==> src/rtl/core/dats_pkg.sv <==
package dats_pkg;

    // Field widths of the command and sample channels.
    localparam int FUNC_W     = 2;
    localparam int VOLUME_W   = 8;
    localparam int SAMPLE_W   = 8;
    localparam int GAIN_W     = 2;
    localparam int PHASE_W    = 16;
    localparam int COUNT_W    = 16;
    localparam int SEG_W      = 3;
    localparam int REPEAT_W   = 8;

    // Configuration port.
    localparam int CFG_IDX_W  = 2;
    localparam int CFG_DATA_W = 16;

    localparam logic [CFG_IDX_W-1:0] CFG_BEEP_LENGTH   = 2'd0;
    localparam logic [CFG_IDX_W-1:0] CFG_BEEP_STEP     = 2'd1;
    localparam logic [CFG_IDX_W-1:0] CFG_ALARM_REPEATS = 2'd2;

    localparam logic [COUNT_W-1:0]  BEEP_LENGTH_RST   = 16'd20000;
    localparam logic [PHASE_W-1:0]  BEEP_STEP_RST     = 16'd750;
    localparam logic [REPEAT_W-1:0] ALARM_REPEATS_RST = 8'h7F;

    // Command codes.
    localparam logic [FUNC_W-1:0] FUNC_TICK  = 2'd0;
    localparam logic [FUNC_W-1:0] FUNC_ALARM = 2'd1;
    localparam logic [FUNC_W-1:0] FUNC_BEEP  = 2'd2;

    // Segments in one pass of the alarm sequence (1 to 8).
    localparam int NUM_SEGMENTS = 6;

    // One tick on its way from the sequencer to the output register.
    typedef struct packed {
        logic               valid;
        logic [PHASE_W-1:0] phase;
        logic [GAIN_W-1:0]  gain;
        logic               sounding;
        logic               last;
    } tick_t;

    function automatic logic [COUNT_W-1:0] seg_length(input logic [SEG_W-1:0] idx);
        logic [COUNT_W-1:0] len;
        case (idx)
            3'd0:    len = 16'd65000;
            3'd1:    len = 16'd45000;
            3'd2:    len = 16'd35000;
            3'd3:    len = 16'd25000;
            default: len = 16'd65000;
        endcase
        return len;
    endfunction

    function automatic logic [PHASE_W-1:0] seg_step(input logic [SEG_W-1:0] idx);
        logic [PHASE_W-1:0] step;
        case (idx)
            3'd0:    step = 16'd700;
            3'd1:    step = 16'd950;
            3'd2:    step = 16'd750;
            3'd3:    step = 16'd1150;
            default: step = 16'd0;
        endcase
        return step;
    endfunction

    // Gain falls by one step every 32 passes, starting at full gain.
    function automatic logic [GAIN_W-1:0] alarm_gain(input logic [REPEAT_W-1:0] rep);
        return ~rep[6:5];
    endfunction

    // One entry of the sine table, evaluated at elaboration only. The
    // rounded quotient is formed by shift and subtract.
    function automatic logic [SAMPLE_W-1:0] sine_entry(input int unsigned a,
                                                       input int unsigned abits);
        longint unsigned half;
        longint unsigned t;
        longint unsigned p;
        longint unsigned num;
        longint unsigned den;
        longint unsigned dvd;
        longint unsigned dvs;
        longint unsigned quo;
        longint unsigned rem;
        int i;
        half = 64'd1 << (abits - 1);
        t    = longint'(a) & (half - 64'd1);
        p    = t * (half - t);
        num  = 64'd2032 * p;
        den  = 64'd5 * half * half - 64'd4 * p;
        dvd  = 64'd2 * num + den;
        dvs  = 64'd2 * den;
        quo  = 64'd0;
        rem  = 64'd0;
        for (i = 39; i >= 0; i--) begin
            rem = (rem << 1) | ((dvd >> i) & 64'd1);
            if (rem >= dvs) begin
                rem = rem - dvs;
                quo = quo | (64'd1 << i);
            end
        end
        if (quo > 64'd127) begin
            quo = 64'd127;
        end
        if (longint'(a) < half) begin
            return SAMPLE_W'(64'd128 + quo);
        end
        return SAMPLE_W'(64'd128 - quo);
    endfunction

endpackage

==> src/rtl/core/dats_if.sv <==
interface dats_in_if import dats_pkg::*; ();
    logic                valid;
    logic                ready;
    logic [FUNC_W-1:0]   func;
    logic [VOLUME_W-1:0] volume;
    logic                abort_key;

    modport source (output valid, output func, output volume, output abort_key,
                    input ready);
    modport sink   (input valid, input func, input volume, input abort_key,
                    output ready);
endinterface

interface dats_out_if import dats_pkg::*; ();
    logic                valid;
    logic                ready;
    logic [SAMPLE_W-1:0] sample;
    logic [GAIN_W-1:0]   gain;
    logic                sounding;
    logic                last;

    modport source (output valid, output sample, output gain, output sounding,
                    output last, input ready);
    modport sink   (input valid, input sample, input gain, input sounding,
                    input last, output ready);
endinterface

==> src/rtl/core/dats_seq.sv <==
module dats_seq import dats_pkg::*; (
    input  logic                  clk,
    input  logic                  rst_n,
    input  logic                  cfg_we,
    input  logic [CFG_IDX_W-1:0]  cfg_index,
    input  logic [CFG_DATA_W-1:0] cfg_data,
    input  logic                  accept,
    input  logic                  advance,
    input  logic [FUNC_W-1:0]     func,
    input  logic [VOLUME_W-1:0]   volume,
    input  logic                  abort_key,
    output tick_t                 tick
);

    typedef enum logic [1:0] {
        MODE_IDLE  = 2'd0,
        MODE_ALARM = 2'd1,
        MODE_BEEP  = 2'd2
    } play_mode_t;

    logic [COUNT_W-1:0]  beep_length_reg;
    logic [PHASE_W-1:0]  beep_step_reg;
    logic [REPEAT_W-1:0] alarm_repeats_reg;

    play_mode_t          mode_reg, mode_next;
    logic [PHASE_W-1:0]  phase_reg, phase_next;
    logic [COUNT_W-1:0]  samples_left_reg, samples_left_next;
    logic [SEG_W-1:0]    segment_reg, segment_next;
    logic [REPEAT_W-1:0] repeat_reg, repeat_next;
    logic [GAIN_W-1:0]   gain_reg, gain_next;
    tick_t               tick_reg, tick_next;

    logic [PHASE_W-1:0]  step;
    logic [PHASE_W-1:0]  phase_sum;
    logic [COUNT_W-1:0]  count_dec;
    logic [SEG_W:0]      seg_sum;
    logic [SEG_W-1:0]    seg_new;
    logic [REPEAT_W-1:0] rep_new;
    logic                last;

    always_ff @(posedge clk or negedge rst_n)
    begin
        if (!rst_n)
        begin
            beep_length_reg   <= BEEP_LENGTH_RST;
            beep_step_reg     <= BEEP_STEP_RST;
            alarm_repeats_reg <= ALARM_REPEATS_RST;
        end
        else if (cfg_we)
        begin
            case (cfg_index)
                CFG_BEEP_LENGTH:   beep_length_reg   <= cfg_data;
                CFG_BEEP_STEP:     beep_step_reg     <= cfg_data;
                CFG_ALARM_REPEATS: alarm_repeats_reg <= cfg_data[REPEAT_W-1:0];
                default:           ;
            endcase
        end
    end

    always_comb
    begin
        mode_next         = mode_reg;
        phase_next        = phase_reg;
        samples_left_next = samples_left_reg;
        segment_next      = segment_reg;
        repeat_next       = repeat_reg;
        gain_next         = gain_reg;
        tick_next         = tick_reg;
        if (advance)
        begin
            tick_next.valid = 1'b0;
        end

        step      = (mode_reg == MODE_ALARM) ? seg_step(segment_reg) : beep_step_reg;
        phase_sum = phase_reg + step;
        count_dec = samples_left_reg - 16'd1;
        seg_sum   = {1'b0, segment_reg} + 4'd1;
        seg_new   = segment_reg;
        rep_new   = repeat_reg;
        last      = 1'b0;

        if (accept)
        begin
            case (func)
                FUNC_ALARM:
                begin
                    if (alarm_repeats_reg != '0)
                    begin
                        mode_next         = MODE_ALARM;
                        phase_next        = '0;
                        segment_next      = '0;
                        repeat_next       = '0;
                        samples_left_next = seg_length(3'd0);
                        gain_next         = alarm_gain(8'd0);
                    end
                end
                FUNC_BEEP:
                begin
                    if (volume != '0 && beep_length_reg != '0)
                    begin
                        mode_next         = MODE_BEEP;
                        phase_next        = '0;
                        samples_left_next = beep_length_reg;
                        gain_next         = ~(volume[GAIN_W-1:0] - 2'd1);
                    end
                end
                FUNC_TICK:
                begin
                    tick_next.valid = 1'b1;
                    case (mode_reg)
                        MODE_ALARM, MODE_BEEP:
                        begin
                            phase_next         = phase_sum;
                            tick_next.phase    = phase_sum;
                            tick_next.gain     = gain_reg;
                            tick_next.sounding = 1'b1;
                            if (mode_reg == MODE_ALARM)
                            begin
                                if (abort_key)
                                begin
                                    last = 1'b1;
                                end
                                else
                                begin
                                    samples_left_next = count_dec;
                                    if (count_dec == '0)
                                    begin
                                        // Segment finished: move on, and after
                                        // the final segment start a new pass.
                                        if (seg_sum >= 4'(NUM_SEGMENTS))
                                        begin
                                            seg_new = '0;
                                            rep_new = repeat_reg + 8'd1;
                                        end
                                        else
                                        begin
                                            seg_new = seg_sum[SEG_W-1:0];
                                        end
                                        segment_next = seg_new;
                                        repeat_next  = rep_new;
                                        if (rep_new >= alarm_repeats_reg)
                                        begin
                                            last = 1'b1;
                                        end
                                        else
                                        begin
                                            samples_left_next = seg_length(seg_new);
                                            gain_next         = alarm_gain(rep_new);
                                        end
                                    end
                                end
                            end
                            else
                            begin
                                samples_left_next = count_dec;
                                last              = (count_dec == '0);
                            end
                            if (last)
                            begin
                                mode_next         = MODE_IDLE;
                                samples_left_next = '0;
                            end
                            tick_next.last = last;
                        end
                        default:
                        begin
                            tick_next.phase    = '0;
                            tick_next.gain     = '0;
                            tick_next.sounding = 1'b0;
                            tick_next.last     = 1'b0;
                        end
                    endcase
                end
                default: ;
            endcase
        end
    end

    always_ff @(posedge clk or negedge rst_n)
    begin
        if (!rst_n)
        begin
            mode_reg         <= MODE_IDLE;
            phase_reg        <= '0;
            samples_left_reg <= '0;
            segment_reg      <= '0;
            repeat_reg       <= '0;
            gain_reg         <= '0;
            tick_reg         <= '0;
        end
        else
        begin
            mode_reg         <= mode_next;
            phase_reg        <= phase_next;
            samples_left_reg <= samples_left_next;
            segment_reg      <= segment_next;
            repeat_reg       <= repeat_next;
            gain_reg         <= gain_next;
            tick_reg         <= tick_next;
        end
    end

    assign tick = tick_reg;

endmodule

==> src/rtl/core/dats_sine_rom.sv <==
module dats_sine_rom import dats_pkg::*; #(
    parameter int ADDR_BITS = 8
) (
    input  logic                 clk,
    input  logic                 en,
    input  logic                 silent,
    input  logic [ADDR_BITS-1:0] addr,
    output logic [SAMPLE_W-1:0]  data
);

    localparam int DEPTH = 1 << ADDR_BITS;

    logic [SAMPLE_W-1:0] rom [DEPTH];
    logic [SAMPLE_W-1:0] sample_reg;

    for (genvar a = 0; a < DEPTH; a++)
    begin : g_rom
        assign rom[a] = sine_entry(a, ADDR_BITS);
    end

    // Registered read; a silent tick gives a zero sample.
    always_ff @(posedge clk)
    begin
        if (en)
        begin
            sample_reg <= silent ? '0 : rom[addr];
        end
    end

    assign data = sample_reg;

endmodule

==> src/rtl/core/dds_alarm_tone_sequencer.sv <==
// Tone generator for an alarm clock, built on direct digital synthesis.
// Commands arrive on the cmd channel: a sample tick, a start of the alarm
// sequence or a start of a beep at a given volume. Each tick transaction
// gives exactly one transaction on the dac channel, carrying the sine sample,
// the amplifier gain lines, a sounding flag and a flag on the final sample of
// an alarm or beep. Start commands and unused codes give no transaction.
// The beep length, the beep phase step and the number of alarm passes are
// written through the cfg_* port; the user must do so only while the block
// is idle, which the block does not enforce. A tick accepted on cmd passes
// the sequencer's tick register and the registered sine table read on its
// way to dac. One command is accepted every cycle while the receiver keeps
// up: phase, counters and gain are updated in the cycle of acceptance.
// When the receiver stalls, the output register and the sequencer's tick
// register fill up and cmd.ready drops; nothing is lost or repeated.
// Reset clears the phase, counters and valid flags at once and loads the
// configuration defaults (beep of 20000 samples at step 750, 127 passes).
module dds_alarm_tone_sequencer import dats_pkg::*; #(
    parameter int SINE_ADDR_BITS = 8
) (
    input  logic                  clk,
    input  logic                  rst_n,
    input  logic                  cfg_we,
    input  logic [CFG_IDX_W-1:0]  cfg_index,
    input  logic [CFG_DATA_W-1:0] cfg_data,
    dats_in_if.sink               cmd,
    dats_out_if.source            dac
);

    tick_t tick;
    logic  out_ok;
    logic  advance;
    logic  accept;

    logic  out_valid_reg, out_valid_next;
    logic [GAIN_W-1:0] out_gain_reg;
    logic  out_sounding_reg;
    logic  out_last_reg;
    logic [SAMPLE_W-1:0] rom_data;

    // The output register can take a new tick when it is empty or being
    // drained in this cycle; the tick register then moves forward and can
    // itself take a new command.
    assign out_ok    = !out_valid_reg || dac.ready;
    assign advance   = tick.valid && out_ok;
    assign cmd.ready = !tick.valid || out_ok;
    assign accept    = cmd.valid && cmd.ready;

    dats_seq u_seq (
        .clk       (clk),
        .rst_n     (rst_n),
        .cfg_we    (cfg_we),
        .cfg_index (cfg_index),
        .cfg_data  (cfg_data),
        .accept    (accept),
        .advance   (advance),
        .func      (cmd.func),
        .volume    (cmd.volume),
        .abort_key (cmd.abort_key),
        .tick      (tick)
    );

    // The top bits of the phase address the sine table.
    dats_sine_rom #(
        .ADDR_BITS (SINE_ADDR_BITS)
    ) u_rom (
        .clk    (clk),
        .en     (advance),
        .silent (!tick.sounding),
        .addr   (tick.phase[PHASE_W-1 -: SINE_ADDR_BITS]),
        .data   (rom_data)
    );

    always_comb
    begin
        out_valid_next = out_valid_reg;
        if (advance)
        begin
            out_valid_next = 1'b1;
        end
        else if (dac.ready)
        begin
            out_valid_next = 1'b0;
        end
    end

    always_ff @(posedge clk or negedge rst_n)
    begin
        if (!rst_n)
        begin
            out_valid_reg <= 1'b0;
        end
        else
        begin
            out_valid_reg <= out_valid_next;
        end
    end

    always_ff @(posedge clk)
    begin
        if (advance)
        begin
            out_gain_reg     <= tick.gain;
            out_sounding_reg <= tick.sounding;
            out_last_reg     <= tick.last;
        end
    end

    assign dac.valid    = out_valid_reg;
    assign dac.sample   = rom_data;
    assign dac.gain     = out_gain_reg;
    assign dac.sounding = out_sounding_reg;
    assign dac.last     = out_last_reg;

    // An empty output register never holds back the command channel.
    a_ready_when_empty: assert property (@(posedge clk) disable iff (!rst_n)
        !out_valid_reg |-> cmd.ready)
        else $error("command channel stalled with an empty output register");

    // A tick waiting behind a stalled output keeps its contents.
    a_tick_holds: assert property (@(posedge clk) disable iff (!rst_n)
        (tick.valid && !out_ok) |=> (tick.valid && $stable(tick)))
        else $error("pending tick changed while the output was stalled");

    // A silent transaction carries no sample, no gain and no final mark.
    a_silent_output: assert property (@(posedge clk) disable iff (!rst_n)
        (dac.valid && !dac.sounding) |->
            (dac.sample == '0 && dac.gain == '0 && !dac.last))
        else $error("idle transaction carries sound");

    // The final sample always belongs to an alarm or a beep.
    a_last_sounding: assert property (@(posedge clk) disable iff (!rst_n)
        (dac.valid && dac.last) |-> dac.sounding)
        else $error("final mark on a silent transaction");

endmodule

==> src/flat_wrapper.sv <==
// flat-port wrapper written by rule: the top's interface ports become plain ports
module dds_alarm_tone_sequencer_flat import dats_pkg::*;
#(
    parameter int SINE_ADDR_BITS = 8
)
  (clk, rst_n, cfg_we, cfg_index, cfg_data, cmd_valid, cmd_func, cmd_volume, cmd_abort_key, cmd_ready, dac_valid, dac_sample, dac_gain, dac_sounding, dac_last, dac_ready);
  dats_in_if cmd_i ();
  dats_out_if dac_i ();
  input  logic clk;
  input  logic rst_n;
  input  logic cfg_we;
  input  logic [CFG_IDX_W-1:0] cfg_index;
  input  logic [CFG_DATA_W-1:0] cfg_data;
  input wire logic [$bits(cmd_i.valid)-1:0] cmd_valid;
  input wire logic [$bits(cmd_i.func)-1:0] cmd_func;
  input wire logic [$bits(cmd_i.volume)-1:0] cmd_volume;
  input wire logic [$bits(cmd_i.abort_key)-1:0] cmd_abort_key;
  output wire logic [$bits(cmd_i.ready)-1:0] cmd_ready;
  output wire logic [$bits(dac_i.valid)-1:0] dac_valid;
  output wire logic [$bits(dac_i.sample)-1:0] dac_sample;
  output wire logic [$bits(dac_i.gain)-1:0] dac_gain;
  output wire logic [$bits(dac_i.sounding)-1:0] dac_sounding;
  output wire logic [$bits(dac_i.last)-1:0] dac_last;
  input wire logic [$bits(dac_i.ready)-1:0] dac_ready;
  assign cmd_i.valid = cmd_valid;
  assign cmd_i.func = cmd_func;
  assign cmd_i.volume = cmd_volume;
  assign cmd_i.abort_key = cmd_abort_key;
  assign cmd_ready = cmd_i.ready;
  assign dac_valid = dac_i.valid;
  assign dac_sample = dac_i.sample;
  assign dac_gain = dac_i.gain;
  assign dac_sounding = dac_i.sounding;
  assign dac_last = dac_i.last;
  assign dac_i.ready = dac_ready;
  dds_alarm_tone_sequencer #(.SINE_ADDR_BITS(SINE_ADDR_BITS)) u_core (.clk(clk), .rst_n(rst_n), .cfg_we(cfg_we), .cfg_index(cfg_index), .cfg_data(cfg_data), .cmd(cmd_i), .dac(dac_i));
endmodule
==> config.mk <==
export PLATFORM = sky130hd
export DESIGN_NAME = dds_alarm_tone_sequencer_flat
export DESIGN_NICKNAME = d
export VERILOG_FILES = /design/src/rtl/core/dats_pkg.sv /design/src/rtl/core/dats_if.sv /design/src/rtl/core/dats_seq.sv /design/src/rtl/core/dats_sine_rom.sv /design/src/rtl/core/dds_alarm_tone_sequencer.sv /design/src/flat_wrapper.sv
export SDC_FILE = /design/constraint.sdc
export NUM_CORES = 1
export LEC_CHECK = 0
export BUFFER_PORTS_ARGS = -buffer_cell sky130_fd_sc_hd__buf_2
export CORE_MARGIN = 2
export CORE_UTILIZATION = 62
export DETAILED_ROUTE_END_ITERATION = 10
export GPL_TIMING_DRIVEN = 0
export PLACE_DENSITY = 0.89
export SLEW_MARGIN = 30
export SYNTH_ARGS = -nofsm -noshare
export SYNTH_HDL_FRONTEND = slang
export SYNTH_SLANG_ARGS = --single-unit
==> constraint.sdc <==
create_clock -name clk -period 4.7 [get_ports clk]
set_input_delay 1.175 -clock clk [delete_from_list [all_inputs] [get_ports clk]]
set_output_delay 1.175 -clock clk [all_outputs]
set_load 0.1 [all_outputs]
Word-level counts from Yosys, hierarchy flattened
Memories as Yosys holds them, arrays and structs flattened. A register that Yosys moved wholly into a read port is not among the register bits.
Cells that the tools add are included.
- bits in registers: 113
- memory bits (read-only): 2048
- output and inout port bits: 14
- memories kept: 1
- memory list (memory ; depth ; bits a word ; rd ports ; clocked after Yosys merged registers in ; wr ports ; RTL line ; source):
    (no name shown) ; 256 ; 8 ; 1 ; 1 ; 0 ; dats_sine_rom.sv:26 ; sample_reg <= silent ? '0 : rom[addr];
- add/subtract/negate cells: 5
- order comparisons: 2
- equal/unequal tests: 21
- mux-type cells: 68
- bitwise gates (word level): 3
- reductions and logical operators: 28
- operator list (kind ; count):
    two-way mux 16 bit ; 12
    case mux 16 bit (3 select lines) ; 3
    two-way mux 8 bit ; 12
    case mux 11 bit (4 select lines) ; 1
    two-way mux 21 bit ; 2
    two-way mux 3 bit ; 12
    two-way mux 2 bit ; 11
    two-way mux 20 bit ; 1
    adder 16 bit ; 1
    zero test 16 bit ; 1
    inequality test 2 bit (second input constant) ; 8
    case mux 8 bit (2 select lines) ; 1
    nonzero test 16 bit ; 1
    nonzero test 8 bit ; 2
    subtractor 16 x 1 -> 16 bit (second input constant) ; 1
    equality test 3 x 2 -> 1 bit (second input constant) ; 4
    case mux 2 bit (3 select lines) ; 2
    AND reduction 6 bit ; 2
    two-way mux 1 bit ; 10
    inverter 8 -> 9 bit ; 1
    AND reduction 9 bit ; 1
    adder 8 x 1 -> 8 bit (second input constant) ; 1
    greater-or-equal comparator 8 bit ; 1
    AND reduction 2 bit ; 4
    19 further kinds ; 32

Longest topological paths before layout
Gate-level depths: netlist of run 1.
- word-level depth: 20
- depth in mapped cells: 18

Modules after synthesis
Synthesis of run 1 repeated with hierarchy kept, for this count alone.
- cells, all modules: 1001
- area, all modules: 9006.1 µm²
- by module, submodules not included (module ; times used ; cells each ; area an instance (µm²) ; sequential area each (µm²)):
    dats_seq ; 1 ; 665 ; 6422.4 ; 2726.4
    dats_sine_rom ; 1 ; 324 ; 2391.0 ; 240.2
    dds_alarm_tone_sequencer ; 1 ; 12 ; 192.7 ; 145.1

Worst setup path after synthesis of run 1
Ideal clock, no wire load.
- path kind: register -> register
- start: reg u_core.u_seq.segment_reg[0]
- end: reg u_core.u_seq.samples_left_reg[9]
- arrival: 3.912 ns
- required time: 4.613 ns
- path slack: 0.702 ns
- cell stages (with the launch flop): 19
- path through: dfrtp_1 -> clkbuf_1 -> inv_1 -> ha_1 -> nor2_1 -> o21ai_1 -> nand4_1 -> nor2_1 -> and3_1 -> xnor2_1 -> inv_1 -> ha_1 -> nand2_1 -> o2111ai_1 -> a21o_1 -> or3_1 -> buf_2 -> a211o_1 -> o211ai_1
- cells in the longest elaborated chain, start to end: 20
- elaborated cells on any way between the ends: 37
- those cells by class: 1 x add/sub; 2 x order compare; 4 x eq/ne; 29 x mux; 1 x reduce/logical
- ends and longest elaborated chain (what ; RTL line ; source):
    start: declaration ; dats_seq.sv:28 ; logic [SEG_W-1:0] segment_reg, segment_next;
    start signal: assignment ; dats_seq.sv:196 ; segment_reg <= segment_next;
    adder 3 x 1 -> 4 bit (*) ; dats_seq.sv:77 ; seg_sum = {1'b0, segment_reg} + 4'd1;
    greater-or-equal comparator 4 x 3 -> 1 bit ; dats_seq.sv:130 ; if (seg_sum >= 4'(NUM_SEGMENTS))
    two-way mux 8 bit ; dats_seq.sv:130 ;
    two-way mux 8 bit ; dats_seq.sv:126 ; if (count_dec == '0)
    two-way mux 8 bit ; dats_seq.sv:119 ; if (abort_key)
    two-way mux 8 bit ; dats_seq.sv:117 ; if (mode_reg == MODE_ALARM)
    two-way mux 8 bit ; dats_seq.sv:110 ; case (mode_reg)
    two-way mux 8 bit ; dats_seq.sv:84 ; case (func)
    [4 not listed] ; n/a ;
    two-way mux 1 bit ; dats_seq.sv:119 ;
    two-way mux 1 bit ; dats_seq.sv:117 ;
    two-way mux 1 bit ; dats_seq.sv:110 ;
    two-way mux 1 bit ; dats_seq.sv:84 ;
    two-way mux 1 bit ; dats_seq.sv:82 ; if (accept)
    two-way mux 16 bit ; dats_seq.sv:158 ; if (last)
    two-way mux 16 bit ; dats_seq.sv:110 ;
    case mux 16 bit (3 select lines) ; dats_seq.sv:84 ;
    end signal: assignment ; dats_seq.sv:195 ; samples_left_reg <= samples_left_next;
    end: declaration ; dats_seq.sv:27 ; logic [COUNT_W-1:0] samples_left_reg, samples_left_next;
Every way passes the cells marked *; elsewhere a longest branch is shown, timed or not. The select of a mux whose other input is x is not followed.
A chain may end at the register's enable or synchronous reset.

Final worst setup path of run 1
- start: reg u_core.u_seq.segment_reg[0]
- end: reg u_core.u_seq.samples_left_reg[6]
Same word-level chain as after synthesis.

==> reports/qor.csv, run 1 <==
metric,value,unit
status,finished clean,
grtUsageTotal,38.4,%
reg2regPathDepth,17,
synth_area_per_cell,8.56,sq um
worstHoldPathType,flop to flop,
cpPeakStageDelay,0.65,ns
layout_common_cells,"nand2_1 (103), o21ai_0 (84), dfrtp_1 (82)",
grt_max_degree,75,
fin_crit,4.58,ns
io_buffers,47,
rrSetupSlack,0.12,ns
vias,8556,
ys_types,74,
tightest_slew,0.804,ns
internal_power,0.00311,W
ys_ff_latch,113,
die_area,0.0145,sq mm
layout_commonest_cell,nand2_1,
hold_depth,0,
p_leak,3.94,nW
synth_ff_type,dfrtp_1,
core,0.0132,sq mm
insertion_delay,0.42,ns
crit_chain,clkbuf_2 > inv_1 > ha_1 > nor2_1 > o21ai_4 > nand4_1 > nor2_2 > and3_1 > xnor2_1 > inv_1 > ha_1 > nand2_1 > o2111ai_1 > a21o_1 > nor4b_1 > o21ai_0 > a31oi_1,
cts_root_buf,clkbuf_16,
grt_pass1_vias,7979,
final.setup.tns,0,ns
max_cap_violations,0,
cp.arrival,4.91,ns
drt_iter0_drc,1350,
finalHoldViolCount,0,
antennaDiodeCount,0,
slew_viol_final,0,
crit_type,flop to flop,
cts_tree,done,
postPlaceCellArea,0.00888,sq mm
path_delay_family,simple AND/OR/NAND/NOR gates,
slowest_stage,nor4b_1,
sw_frac_of_total,46.5,%
antenna_found_initial,1,
worstReg2RegEnd,u_core.u_seq.samples_left_reg[6]$_DFFE_PN0P_,
synth_warnings,0,
ir_worst_vdd,491,uV
clockBufferDepth,2,
cp.required,5.03,ns
die_x,120,microns
p_seq_share,24.3,%
drc,0,
grt_pass1_wl,43.0,mm
design_area,0.00948,sq mm
use_met3,12.3,%
setup_violations,0,
seq_area_frac_synth,34.7,%
skew,0.00681,ns
syn_nets,1060,
nets,1128,
synth_edf_count,12,
met1_usage,54.0,%
cts_made_buffers,17,
ctsHoldBuffers,0,
startpoint_type,flop,
drt_pass1_iterations,8,
whs_endpoint,u_core.dac.gain[0]$_DFFE_PP_,
initial_core_util,63.3,%
hp-start,u_core.u_seq.tick[2]$_DFFE_PN0P_,
worstPathMaxFanout,9,
power.density,613,mW/mm^2
busiest_layer,met2,
rows,42,
synth_cells,980,
finalWeightedCongestion,1.00,
routed_wirelength,27.4,mm
use_met2,54.9,%
cp-end-kind,flop,
p_sw,0.00270,W
grt_setup_unrepaired,no,
wire_per_inst,22.2,microns
cts.sinks,113,
max-slew-margin-rel,46.2,%
postRouteAntennaNets,0,
worst-path-buf-inv,3,
htreeDepth,4,
grt-ovfl-total,0,
r2r-start,u_core.u_seq.segment_reg[0]$_DFFE_PN0P_,
io_pins,48,
die_y,120,microns
fin_crit_sh,97.5,%
syn_to_final_growth,13.0,%
fmax,218,MHz
clkPwrFrac,20.6,%
vias_per_cell,6.92,
drive_gt1_share,16.5,%
combPwrFrac,55.1,%
dpl.hpwl,19.4,mm
netlist_area,0.00838,sq mm
clkTransAtPathRegs,0.05,ns
async_flop_share,89.4,%
==> repair_timing <==
action | CTS | global route
cloned | 0 | 0
setup buffers | 0 | 2
endpoints found under the setup margin | 11 | 19
pin swaps | 0 | 2
resized for setup | 2 | 8
==> through the flow <==
| stage | total power, W | setup WS [ns] | hold WS [ns] | utilization, % | std cells |
|---|---|---|---|---|---|
| after floorplan | 0.00360 | 0.702 | 0.425 | - | 980 |
| after CTS | 0.00564 | 0.0498 | 0.440 | 71.3 | 1236 |
| after global placement | 0.00440 | 0.0755 | 0.432 | 66.8 | 1203 |
| final | 0.00581 | 0.119 | 0.437 | 71.6 | 1237 |
| after detailed placement | 0.00443 | -0.0715 | 0.433 | 67.0 | 1204 |
| after global routing | 0.00609 | 0.00675 | 0.457 | 71.6 | 1237 |
==> power groups by stage <==
stage          clock network, W  logic, W  registers, W
6_report                0.00120   0.00321       0.00141
5_1_grt                 0.00124   0.00343       0.00143
4_1_cts                 0.00119   0.00305       0.00140
3_5_place_dp                  0   0.00302       0.00141
3_3_place_gp                  0   0.00300       0.00140
2_1_floorplan                 0   0.00217       0.00143
==> area by class of cell <==
type	count	area, sq um
buffer	69	268
clock buffer	21	460
clock inverter	11	88.8
fill	976	3770
inverter	38	143
multi-input combinational	759	5100
sequential	113	2910
tap	176	220
timing repair buffer	50	284
==> cells by family after synthesis <==
logic type / share of synthesized area (%)
AO/OA/AOI/OAI: 23.3
flip-flops: 34.7
buffers and inverters: 4.92
adder cells (fa/ha/maj): 6.95
multiplexers: 8.37
AND/OR/NAND/NOR: 18.8
XOR/XNOR: 2.92
==> worst max path at each step <==
stage,slack (ns),end,depth (start not counted),start
floorplan,0.70,u_core.u_seq.samples_left_reg[9]$_DFFE_PN0P_,18,u_core.u_seq.segment_reg[0]$_DFFE_PN0P_
global placement,0.08,u_core.u_seq.samples_left_reg[8]$_DFFE_PN0P_,18,u_core.u_seq.segment_reg[0]$_DFFE_PN0P_
detailed placement,-0.07,u_core.u_seq.samples_left_reg[13]$_DFFE_PN0P_,18,u_core.u_seq.segment_reg[0]$_DFFE_PN0P_
CTS,0.05,u_core.u_seq.samples_left_reg[13]$_DFFE_PN0P_,18,u_core.u_seq.segment_reg[0]$_DFFE_PN0P_
global route,0.007,u_core.u_seq.samples_left_reg[9]$_DFFE_PN0P_,18,u_core.u_seq.segment_reg[0]$_DFFE_PN0P_
finish,0.12,u_core.u_seq.samples_left_reg[6]$_DFFE_PN0P_,17,u_core.u_seq.segment_reg[0]$_DFFE_PN0P_
==> synth_stat cells (7+ instances only) <==
cell        n  area share (%)
o41ai_1     9            0.94
nor3b_1     7            0.63
o31ai_1     9            0.81
nor3_1     23             1.4
o22ai_1     7            0.52
dfrtp_1    82              24
mux2_2     45             6.0
xnor2_1    17             1.8
o21ai_0    85             5.1
a311oi_1    9            0.94
nor4_1     10            0.75
xor2_1     11             1.1
buf_1       9            0.40
nand2_1   103             4.6
o21a_1      7            0.63
a211oi_1   11            0.98
a21oi_1    75             4.5
nand3_1    23             1.4
edfxtp_1   12             4.3
nand4_1    10            0.75
nand3b_1    8            0.72
a21o_1      8            0.72
a31oi_1    14             1.0
nand2b_1   14             1.0
o211ai_1   10            0.90
dfstp_2    19             6.0
nor2b_1    19             1.4
ha_1       45             6.7
nor2_1     82             3.7
inv_1      36             1.6
clkbuf_1   55             2.5
a22o_1      9            0.94
==> per-layer routing <==
metal	part of all wire (%)	wire length, microns
met5	0	0
met3	14	3840
met1	40	10900
met4	3.7	1030
met2	43	11700
No activity file was read; power rests on OpenSTA's default activity.
==> inputs of run 2 (changes only) <==
==> constraint.sdc (replaced) <==
create_clock -name clk -period 4.5 [get_ports clk]
set_input_delay 1.125 -clock clk [delete_from_list [all_inputs] [get_ports clk]]
set_output_delay 1.125 -clock clk [all_outputs]
set_load 0.1 [all_outputs]
==> run 2 against run 1 <==
Non-clock buffer count grew 3. Clock power grew 4%. Critical path depth is the same. Register-to-register slack gained 0.03 ns. Hold slack gained 0.0013 ns. Global-route usage grew 0.12 points. Routed wire length grew 0.11%. Clock skew grew 0.0019 ns. Core utilization grew 0.27 points. Via count grew 0.18%. First-iteration DRC count grew 7.5%. Sequential share of layout area shrank 0.12 points. Critical path type unchanged. Critical endpoint unchanged. Largest cell class unchanged. Largest power group unchanged. Highest routed layer unchanged.
==> reports/qor.csv, run 2 (synthesis gave the netlist of run 1 again) <==
metric,value,unit,change
status,finished clean,,
grt-ovfl-total,0,,unchanged
ctsHoldBuffers,0,,unchanged
antennaDiodeCount,0,,unchanged
grtUsageTotal,38.5,%,+0.12 points
setup_slack,0.154,ns,+0.0346 ns
cp.arrival,4.68,ns,-0.23 ns
max-slew-margin-rel,46.4,%,+0.16 points
clockBufferDepth,2,,unchanged
cp-end-kind,flop,,
power.density,638,mW/mm^2,+4.0%
crit_chain,clkbuf_4 > inv_1 > ha_1 > nor2_1 > o21ai_4 > nand4_1 > nor2_4 > and3_1 > xnor2_1 > inv_1 > ha_1 > nand2_1 > o2111ai_1 > a21o_2 > nor4b_1 > o21ai_0 > a31oi_1,,
cts.sinks,113,,unchanged
worst-path-buf-inv,3,,unchanged
worstPathMaxFanout,9,,unchanged
wl_met2,11.8,mm,+0.71%
io_pins,48,,unchanged
grt_pass1_wl,43.1,mm,+0.14%
place_ws,-0.271,ns,-0.200 ns
clkTransAtPathRegs,0.05,ns,about the same
slowest_stage,nor4b_1,,
insertion_delay,0.42,ns,about the same
finalWeightedCongestion,1.00,,unchanged
highest_layer,met4,,
cts_made_buffers,17,,unchanged
setup_violations,0,,unchanged
antenna_found_initial,1,,unchanged
fmax,230,MHz,+5.4%
max_cap_violations,0,,unchanged
drive_gt1_share,16.9,%,+0.42 points
drc,0,,unchanged
rows,42,,unchanged
tightest_slew,0.802,ns,-0.00242 ns
slew_viol_final,0,,unchanged
layout_commonest_cell,nand2_1,,
design_area,0.00951,sq mm,+0.38%
wl_met3,3.84,mm,about the same
fin_crit_sh,96.6,%,-0.88 points
vias_per_cell,6.91,,about the same
stdcell_count,1240,,+0.24%
postPlaceCellArea,0.00888,sq mm,unchanged
vias,8571,,+0.18%
htreeDepth,4,,unchanged
worstHoldPathType,flop to flop,,
path_delay_family,simple AND/OR/NAND/NOR gates,,
cp.required,4.83,ns,-0.20 ns
drt_pass1_iterations,9,,+1
cpPeakStageDelay,0.57,ns,-0.08 ns
grt_max_degree,75,,unchanged
fin_crit,4.35,ns,-0.235 ns
final.setup.tns,0,ns,unchanged
crit_type,flop to flop,,
initial_core_util,63.3,%,unchanged
syn_to_final_growth,13.5,%,
drt_iter0_drc,1451,,+7.5%
layout_common_cells,"nand2_1 (103), o21ai_0 (84), dfrtp_1 (82)",,
nFillCells,963,,-1.3%
io_buffers,47,,unchanged
nets,1131,,+0.27%
cts_root_buf,clkbuf_16,,
core,0.0132,sq mm,unchanged
regArea,0.00291,sq mm,unchanged
multiInputGateArea,0.00511,sq mm,+0.22%
dpl.hpwl,19.4,mm,unchanged
postRouteAntennaNets,0,,unchanged
cts_tree,done,,
ir_worst_vdd,508,uV,+3.6%
p_leak,3.96,nW,+0.44%
wire_per_inst,22.1,microns,-0.14%
wl_met1,10.8,mm,-0.42%
skew,0.00871,ns,+0.00189 ns
routed_wirelength,27.4,mm,+0.11%
die_y,120,microns,unchanged
dp.cells,1204,,unchanged
die_x,120,microns,unchanged
die_area,0.0145,sq mm,unchanged
finalHoldViolCount,0,,unchanged
grt_pass1_vias,7966,,-0.16%
startpoint_type,flop,,
## run 2: power by group
part,switching [W],internal [W]
clock network,0.000469,0.000779
logic,0.00216,0.00119
registers,0.000190,0.00128
## run 2: worst paths after layout
kind | cells past startpoint | slack [ns] | startpoint | end
worst max-delay path | 17 | 0.15 | u_core.u_seq.segment_reg[0]$_DFFE_PN0P_ | u_core.u_seq.samples_left_reg[6]$_DFFE_PN0P_
worst max register to register | 17 | 0.15 | u_core.u_seq.segment_reg[0]$_DFFE_PN0P_ | u_core.u_seq.samples_left_reg[6]$_DFFE_PN0P_
worst min-delay path | 0 | 0.44 | u_core.u_seq.tick[2]$_DFFE_PN0P_ | u_core.dac.gain[0]$_DFFE_PP_
worst min register to register | 0 | 0.44 | u_core.u_seq.tick[2]$_DFFE_PN0P_ | u_core.dac.gain[0]$_DFFE_PP_
max in group asynchronous | 2 | 3.21 | rst_n | u_core.u_seq.beep_step_reg[6]$_DFFE_PN1P_
min in group asynchronous | 1 | 0.57 | rst_n | u_core.u_seq.repeat_reg[2]$_DFFE_PN0P_
## run 2: layout make-up
type / count / share of cell area [%]
multi-input cells: 759 / 53.7
plain buffers: 69 / 2.84
clock inverters: 11 / 0.934
inverters: 38 / 1.50
clock buffers: 21 / 4.84
flip-flops and latches: 113 / 30.6
well taps: 176 / 2.31
repair buffers: 53 / 3.22
## run 2: stage by stage
step                util (%)  hold slack, ns  power, W
floorplan                  -           0.425   0.00376
global placement        66.8           0.432   0.00459
detailed placement      67.0           0.433   0.00463
CTS                     71.4           0.440   0.00589
global route            71.8           0.459   0.00637
finish                  71.8           0.438   0.00607
## run 2: layer usage
metal,track usage (%),up-vias
met5,0,-
met4,14.8,0
met3,12.3,111
met2,55.5,703
met1,54.1,4004
li1,-,3753
## run 2: timing repair
| item | 4_1_cts | 5_1_grt |
|---|---|---|
| setup endpoints to repair | 19 | 19 |
| setup buffers | 0 | 5 |
| resized for setup | 5 | 9 |
| pin swaps | 0 | 3 |
| cloned | 0 | 0 |
